`src/rtl/rkx_pkg.sv`:
```
// ----------------------------------------------------------------------------
// rkx_pkg
// Shared types and character codes for the RESP command key extractor.
// ----------------------------------------------------------------------------
package rkx_pkg;

  // Result status codes
  typedef enum logic [1:0] {
    ST_KEY_BYTE  = 2'd0,
    ST_EMPTY_KEY = 2'd1,
    ST_NO_KEY    = 2'd2
  } status_t;

  // Protocol characters
  localparam logic [7:0] CH_STAR   = 8'h2A;
  localparam logic [7:0] CH_DOLLAR = 8'h24;
  localparam logic [7:0] CH_CR     = 8'h0D;
  localparam logic [7:0] CH_LF     = 8'h0A;
  localparam logic [7:0] CH_ZERO   = 8'h30;
  localparam logic [7:0] CH_NINE   = 8'h39;

  // One result item
  typedef struct packed {
    logic [7:0] key_byte;
    status_t    status;
    logic       key_last;
  } result_t;

endpackage

```
`src/rtl/rkx_if.sv`:
```
// ----------------------------------------------------------------------------
// rkx_in_if / rkx_out_if
// Valid/ready channels for request bytes in and key results out.
// ----------------------------------------------------------------------------
interface rkx_in_if import rkx_pkg::*; ();
  logic       valid;
  logic       ready;
  logic [7:0] data_byte;
  logic       end_of_buffer;

  modport source (output valid, output data_byte, output end_of_buffer, input ready);
  modport sink   (input valid, input data_byte, input end_of_buffer, output ready);
endinterface

interface rkx_out_if import rkx_pkg::*; ();
  logic       valid;
  logic       ready;
  logic [7:0] key_byte;
  status_t    status;
  logic       key_last;

  modport source (output valid, output key_byte, output status, output key_last,
                  input ready);
  modport sink   (input valid, input key_byte, input status, input key_last,
                  output ready);
endinterface

```
`src/rtl/resp_command_key_extractor.sv`:
```
// ----------------------------------------------------------------------------
// resp_command_key_extractor
// Parses a RESP request one byte per transfer and returns the bytes of the
// key, the second bulk string of the top-level array.
// ----------------------------------------------------------------------------
// A result is registered into the output register on its input transfer, or
// into the skid register if the output is stalled. Throughput: one byte per
// cycle while input ready is high. An output register plus a skid register
// absorb a stalled output; input ready drops only when both hold a result.
// Reset (synchronous, rst_n low): parser expects '*', counters clear, both
// output stages empty.
module resp_command_key_extractor import rkx_pkg::*; #(
  parameter int COUNT_WIDTH = 32
) (
  input  logic     clk,
  input  logic     rst_n,
  rkx_in_if.sink   in_ch,
  rkx_out_if.source out_ch
);

  typedef enum logic [3:0] {
    PH_STAR, PH_CNT0, PH_CNT, PH_CNT_LF, PH_DOLLAR, PH_LEN0, PH_LEN,
    PH_LEN_LF, PH_DATA, PH_TRAIL1, PH_TRAIL2, PH_IDLE
  } phase_t;

  localparam logic [COUNT_WIDTH-1:0] COUNT_MAX = '1;

  phase_t                   phase_r, phase_nxt;
  logic [COUNT_WIDTH-1:0]   elems_r, elems_nxt;
  logic                     elem_num_r, elem_num_nxt;
  logic [COUNT_WIDTH-1:0]   num_r, num_nxt;
  logic                     msg_done_r, msg_done_nxt;

  logic                     in_xfer;
  logic                     out_take;
  logic                     is_digit;
  logic [COUNT_WIDTH+3:0]   num_wide;
  logic [COUNT_WIDTH-1:0]   num_acc;
  logic [COUNT_WIDTH-1:0]   num_dec;
  logic                     emit;
  result_t                  res;

  logic                     out_valid_r;
  result_t                  out_r;
  logic                     skid_valid_r;
  result_t                  skid_r;

  assign in_xfer  = in_ch.valid && in_ch.ready;
  assign out_take = out_valid_r && out_ch.ready;
  assign in_ch.ready = !skid_valid_r;

  // Accumulate one decimal digit, saturating at all ones
  assign is_digit = (in_ch.data_byte >= CH_ZERO) && (in_ch.data_byte <= CH_NINE);
  assign num_wide = ({4'd0, num_r} << 3) + ({4'd0, num_r} << 1)
                  + {{COUNT_WIDTH{1'b0}}, in_ch.data_byte[3:0]};
  assign num_acc  = (num_wide[COUNT_WIDTH+3:COUNT_WIDTH] != 4'd0) ? COUNT_MAX
                  : num_wide[COUNT_WIDTH-1:0];
  assign num_dec  = num_r - COUNT_WIDTH'(1);

  // Parser next state and result
  always_comb begin
    phase_nxt    = phase_r;
    elems_nxt    = elems_r;
    elem_num_nxt = elem_num_r;
    num_nxt      = num_r;
    msg_done_nxt = msg_done_r;
    emit         = 1'b0;
    res.key_byte = 8'd0;
    res.status   = ST_KEY_BYTE;
    res.key_last = 1'b0;

    unique case (phase_r)
      PH_STAR: begin
        phase_nxt = (in_ch.data_byte == CH_STAR) ? PH_CNT0 : PH_IDLE;
        num_nxt   = '0;
      end
      PH_CNT0, PH_CNT: begin
        if (is_digit) begin
          num_nxt   = num_acc;
          phase_nxt = PH_CNT;
        end else if (in_ch.data_byte == CH_CR && phase_r == PH_CNT) begin
          phase_nxt = PH_CNT_LF;
        end else begin
          phase_nxt = PH_IDLE;
        end
      end
      PH_CNT_LF: begin
        if (in_ch.data_byte == CH_LF) begin
          elems_nxt    = num_r;
          num_nxt      = '0;
          elem_num_nxt = 1'b0;
          phase_nxt    = PH_DOLLAR;
        end else begin
          phase_nxt = PH_IDLE;
        end
      end
      PH_DOLLAR: begin
        if (elems_r == '0 || in_ch.data_byte != CH_DOLLAR) begin
          phase_nxt = PH_IDLE;
        end else begin
          elems_nxt = elems_r - COUNT_WIDTH'(1);
          num_nxt   = '0;
          phase_nxt = PH_LEN0;
        end
      end
      PH_LEN0, PH_LEN: begin
        if (is_digit) begin
          num_nxt   = num_acc;
          phase_nxt = PH_LEN;
        end else if (in_ch.data_byte == CH_CR && phase_r == PH_LEN) begin
          phase_nxt = PH_LEN_LF;
        end else begin
          phase_nxt = PH_IDLE;
        end
      end
      PH_LEN_LF: begin
        if (in_ch.data_byte != CH_LF) begin
          phase_nxt = PH_IDLE;
        end else if (num_r != '0) begin
          phase_nxt = PH_DATA;
        end else if (elem_num_r) begin
          // Empty key
          emit         = 1'b1;
          res.status   = ST_EMPTY_KEY;
          res.key_last = 1'b1;
          msg_done_nxt = 1'b1;
          phase_nxt    = PH_IDLE;
        end else begin
          phase_nxt = PH_TRAIL1;
        end
      end
      PH_DATA: begin
        num_nxt = num_dec;
        if (elem_num_r) begin
          emit         = 1'b1;
          res.key_byte = in_ch.data_byte;
          if (num_dec == '0 || in_ch.end_of_buffer) begin
            res.key_last = 1'b1;
            msg_done_nxt = 1'b1;
            phase_nxt    = PH_IDLE;
          end
        end else if (num_dec == '0) begin
          phase_nxt = PH_TRAIL1;
        end
      end
      PH_TRAIL1: phase_nxt = PH_TRAIL2;
      PH_TRAIL2: begin
        elem_num_nxt = 1'b1;
        phase_nxt    = PH_DOLLAR;
      end
      default: phase_nxt = PH_IDLE;
    endcase

    // End of buffer: close the message and re-arm
    if (in_ch.end_of_buffer) begin
      if (!emit && !msg_done_r) begin
        emit         = 1'b1;
        res.key_byte = 8'd0;
        res.status   = ST_NO_KEY;
        res.key_last = 1'b1;
      end
      phase_nxt    = PH_STAR;
      elems_nxt    = '0;
      elem_num_nxt = 1'b0;
      num_nxt      = '0;
      msg_done_nxt = 1'b0;
    end
  end

  // Advance parser state on each input transfer
  always_ff @(posedge clk) begin
    if (!rst_n) begin
      phase_r    <= PH_STAR;
      elems_r    <= '0;
      elem_num_r <= 1'b0;
      num_r      <= '0;
      msg_done_r <= 1'b0;
    end else if (in_xfer) begin
      phase_r    <= phase_nxt;
      elems_r    <= elems_nxt;
      elem_num_r <= elem_num_nxt;
      num_r      <= num_nxt;
      msg_done_r <= msg_done_nxt;
    end
  end

  // Output register with skid stage
  always_ff @(posedge clk) begin
    if (!rst_n) begin
      out_valid_r  <= 1'b0;
      skid_valid_r <= 1'b0;
    end else if (skid_valid_r) begin
      if (out_take) begin
        out_r        <= skid_r;
        skid_valid_r <= 1'b0;
      end
    end else if (!out_valid_r || out_take) begin
      out_valid_r <= in_xfer && emit;
      out_r       <= res;
    end else if (in_xfer && emit) begin
      skid_valid_r <= 1'b1;
      skid_r       <= res;
    end
  end

  assign out_ch.valid    = out_valid_r;
  assign out_ch.key_byte = out_r.key_byte;
  assign out_ch.status   = out_r.status;
  assign out_ch.key_last = out_r.key_last;

endmodule

```
`src/flat_wrapper.sv`:
```
// flat-port wrapper written by rule: the top's interface ports become plain ports
module resp_command_key_extractor_flat import rkx_pkg::*;
#(
  parameter int COUNT_WIDTH = 32
)
  (clk, rst_n, in_ch_valid, in_ch_data_byte, in_ch_end_of_buffer, in_ch_ready, out_ch_valid, out_ch_key_byte, out_ch_status, out_ch_key_last, out_ch_ready);
  rkx_in_if in_ch_i ();
  rkx_out_if out_ch_i ();
  input  logic clk;
  input  logic rst_n;
  input wire logic [$bits(in_ch_i.valid)-1:0] in_ch_valid;
  input wire logic [$bits(in_ch_i.data_byte)-1:0] in_ch_data_byte;
  input wire logic [$bits(in_ch_i.end_of_buffer)-1:0] in_ch_end_of_buffer;
  output wire logic [$bits(in_ch_i.ready)-1:0] in_ch_ready;
  output wire logic [$bits(out_ch_i.valid)-1:0] out_ch_valid;
  output wire logic [$bits(out_ch_i.key_byte)-1:0] out_ch_key_byte;
  output wire logic [$bits(out_ch_i.status)-1:0] out_ch_status;
  output wire logic [$bits(out_ch_i.key_last)-1:0] out_ch_key_last;
  input wire logic [$bits(out_ch_i.ready)-1:0] out_ch_ready;
  assign in_ch_i.valid = in_ch_valid;
  assign in_ch_i.data_byte = in_ch_data_byte;
  assign in_ch_i.end_of_buffer = in_ch_end_of_buffer;
  assign in_ch_ready = in_ch_i.ready;
  assign out_ch_valid = out_ch_i.valid;
  assign out_ch_key_byte = out_ch_i.key_byte;
  assign out_ch_status = out_ch_i.status;
  assign out_ch_key_last = out_ch_i.key_last;
  assign out_ch_i.ready = out_ch_ready;
  resp_command_key_extractor #(.COUNT_WIDTH(COUNT_WIDTH)) u_core (.clk(clk), .rst_n(rst_n), .in_ch(in_ch_i), .out_ch(out_ch_i));
endmodule
```
`config.mk`:
```
export PLATFORM = sky130hd
export DESIGN_NAME = resp_command_key_extractor_flat
export DESIGN_NICKNAME = d
export VERILOG_FILES = /design/src/rtl/rkx_pkg.sv /design/src/rtl/rkx_if.sv /design/src/rtl/resp_command_key_extractor.sv /design/src/flat_wrapper.sv
export SDC_FILE = /design/constraint.sdc
export NUM_CORES = 1
export LEC_CHECK = 0
export BUFFER_PORTS_ARGS = -buffer_cell sky130_fd_sc_hd__clkbuf_2
export CAP_MARGIN = 10
export CORE_MARGIN = 3
export CORE_UTILIZATION = 64
export CTS_BUF_LIST = sky130_fd_sc_hd__clkbuf_4
export DETAILED_ROUTE_END_ITERATION = 7
export HOLD_SLACK_MARGIN = 0.12
export PLACE_DENSITY = 0.88
export REMOVE_ABC_BUFFERS = 1
export SKIP_CTS_REPAIR_TIMING = 1
export SLEW_MARGIN = 10
export SYNTH_ARGS = -nofsm -noshare
export SYNTH_HDL_FRONTEND = slang
export SYNTH_SLANG_ARGS = --single-unit
```
`constraint.sdc`:
```
create_clock -name clk -period 4.9 [get_ports clk]
set_input_delay 0.49 -clock clk [delete_from_list [all_inputs] [get_ports clk]]
set_output_delay 0.49 -clock clk [all_outputs]
set_load 0.1 [all_outputs]
```
==> run metrics <==
Comb pwr share 0.210; 1st-iter DRT viols 1,105; CTS Buf Count 9; XOR/XNOR Fraction of Synth Area 0.0450; Worst EP arrival 4.64 ns; WL met2 10.3 mm; mux contribution to synthesized area 0.0146; synth warn 0; main combinational cell family by area after synthesis compound AO/OA/AOI/OAI gates; Max Cap Viol 0; Clock transition at path regs 0.18 ns; Congestion Overflow GR 0; H-tree depth 3; CTS sink cnt 94; first-pass GRT wire length 38.7 mm; Final Max Slew Viols 0; Clock Latency Late Sink 0.50 ns; setup TNS 0 ns; layout cell share with drive strength beyond 1 0.0821; kind of start point of the critical path register; Clock Power Share 0.282; nets 1,173; Net Sw Power 592 uW; average size of a mapped cell 7.52 um2; clk buf depth 2; M1 WL 9.67 mm; Final Power 1.63 mW; IO Pins 26; post-synthesis sequential area ratio 0.251; Crit path required time 5.26 ns; Area Growth Syn to Fin 3.72%; dpl ws 0.512 ns; RSZ-0062 raised after global routing false; crit path time final 4.28 ns; DIE AREA 14,500 um2; critical path endpoint category register; max incr delay on CP 0.61 ns; DRT Pass-1 Iters 7; gate count after technology mapping 1,114; routed wire length 22.8 mm; FP Rows 41; multi-input logic area 5940 um2; status complete, no violations; IO Port Bufs 25; max layer used met4; Power Dens Cells 188 nW/um2; Pleak 3.57 nW; Initial Util 0.659; Reg area 2100 um2; Hold Crit Class input pin to register; Fillers 1,113; final hold vios 0; Via Count 8,611; internal power 1.04 mW; Final Core Density 0.683; Routed Antenna Nets 0; FFs w/ async S/R, synth 0; Setup CP Type register to register; predominant post-synthesis flop cell dfxtp_1; WL met3 2.02 mm; number of global-route vias before repair 7,921; All-Layer GR Usage 0.320; Slowest-stage cell, CP dfxtp_1; Post-synth EDFFs 22; CTS Root Cell clkbuf_4; # DRC 0; pin count of the biggest net entering global routing 76; crit share post-route 0.874; Synth Area in Compound Gates 0.276; FF+latch count, synth 94; Area after DPL 8540 um2; VDD IR-drop max 0.101 mV; most frequent cells in the layout a21oi_1 (124), nor2_1 (115), nand2_1 (111), dfxtp_1 (72), ha_1 (67); die height 120 um; buffers and inverters on the worst path 1; initial antenna violation count 0; post-route cell area 8690 um2; Flop pwr share 0.508; clk_skew 0.0281 ns; Mapped Area 8380 um2; Worst path top cell family by delay compound AO/OA/AOI/OAI gates; synth unique cells 81; Chip Width 120 um; Net Sw Frac 0.362; commonest non-fill, non-tap cell in the layout a21oi_1; Via density 6.79; fraction of the mapped netlist area in simple logic gates 0.265; core region area 12,700 um2; Slew @ Worst Pin 1.07 ns; post-route setup slack 0.616 ns; FMAX 233 MHz; slew margin rel. 0.283; CTS tree done; Synth Area in Adders 0.105; Cell Chain, Critical Path fa_1, fa_1, a211oi_1, o211ai_1, a21oi_1, a21oi_1, a41oi_1, o31ai_1, a2111oi_4, buf_4, a41oi_1; # setup viols final 0; GPL Wtd Cong 0.958; DR WL/cell 18.0 um; HPWL after DPL 16.6 mm; worst-path maximum fanout 32
## layer usage
layer	track usage	up-vias
li1	-	4129
met1	0.447	3923
met2	0.501	490
met3	0.0412	69
met4	0.137	0
met5	0	-
## logic make-up after synthesis
kind of cell	after synthesis
xor gates and xnor gates	43
DFF	94
and+or+nand+nor	434
AOI/OAI and AO/OA	375
muxes	11
adders and majority gates	69
buffers and inverters	88
## state kept, by name, indices dropped and copies added, names as in the netlist, 2 cells and up
signal	cells
u_core.elems_r	32
u_core.out_ch.status	2
u_core.out_ch.key_byte	8
u_core.phase_r	4
u_core.num_r	32
u_core.skid_r	11
## area by class of cell
class                           instances  area share
Antenna cell                            1    0.000288
Clock buffer                            9     0.00778
Clock inverter                          7     0.00907
Inverter                               16     0.00691
Multi-Input combinational cell        932       0.684
Sequential cell                        94       0.242
Tap cell                              172      0.0248
Timing Repair Buffer                   38      0.0256
## worst reg2reg max path: cells and delay by family (launching register included)
kind	cells	cell delay [ns]
compound gates	8	2.10
buf+inv	1	0.38
fa+ha+maj	2	1.05
flops	1	0.61
## cell usage after synthesis, drive strengths merged (9+ instances only)
| cell | instances | area share |
|---|---|---|
| a21boi | 13 | 0.012 |
| xnor2 | 28 | 0.029 |
| a31oi | 19 | 0.014 |
| o211ai | 12 | 0.011 |
| xor2 | 15 | 0.016 |
| ha | 67 | 0.10 |
| nor2 | 115 | 0.052 |
| nor4 | 23 | 0.020 |
| a21oi | 124 | 0.074 |
| buf | 19 | 0.013 |
| or4 | 13 | 0.013 |
| clkbuf | 53 | 0.024 |
| a21o | 14 | 0.013 |
| nand3 | 25 | 0.015 |
| o31ai | 19 | 0.017 |
| nor2b | 17 | 0.013 |
| o21ai | 101 | 0.061 |
| mux2 | 10 | 0.013 |
| dfxtp | 72 | 0.17 |
| and2 | 11 | 0.0082 |
| nand2 | 111 | 0.050 |
| nor3 | 36 | 0.024 |
| edfxtp | 22 | 0.079 |
| nand4 | 18 | 0.013 |
| inv | 16 | 0.0072 |
| a2111oi | 9 | 0.010 |
| or3 | 15 | 0.011 |
## worst paths after layout
kind                                                       from                         endpoint  slack [ns]  cells past startpoint
worst max register to register     u_core.num_r[2]$_SDFFE_PN0P_    u_core.num_r[27]$_SDFFE_PN0P_        0.62                     11
worst min register to register  u_core.elems_r[27]$_SDFFE_PN0P_  u_core.elems_r[27]$_SDFFE_PN0P_        0.50                      2
worst max-delay path               u_core.num_r[2]$_SDFFE_PN0P_    u_core.num_r[27]$_SDFFE_PN0P_        0.62                     11
worst min-delay path                               out_ch_ready   u_core.skid_valid_r$_SDFF_PN0_        0.28                      4
## metrics by stage
stage | std cells | hold WS, ns
after floorplan | 1042 | 0.442
after global placement | 1252 | 0.460
after detailed placement | 1252 | 0.479
after CTS | 1268 | 0.262
after global routing | 1268 | 0.278
final | 1269 | 0.282
## power groups by stage
stage / Combinational (mW) / Sequential (mW) / Clock, mW
floorplan: 0.211 / 0.879 / 0
CTS: 0.336 / 0.828 / 0.456
global route: 0.376 / 0.832 / 0.488
finish: 0.343 / 0.829 / 0.461
detailed placement: 0.335 / 0.845 / 0
global placement: 0.328 / 0.844 / 0
Note: power is estimated with default switching activity, not from simulation.
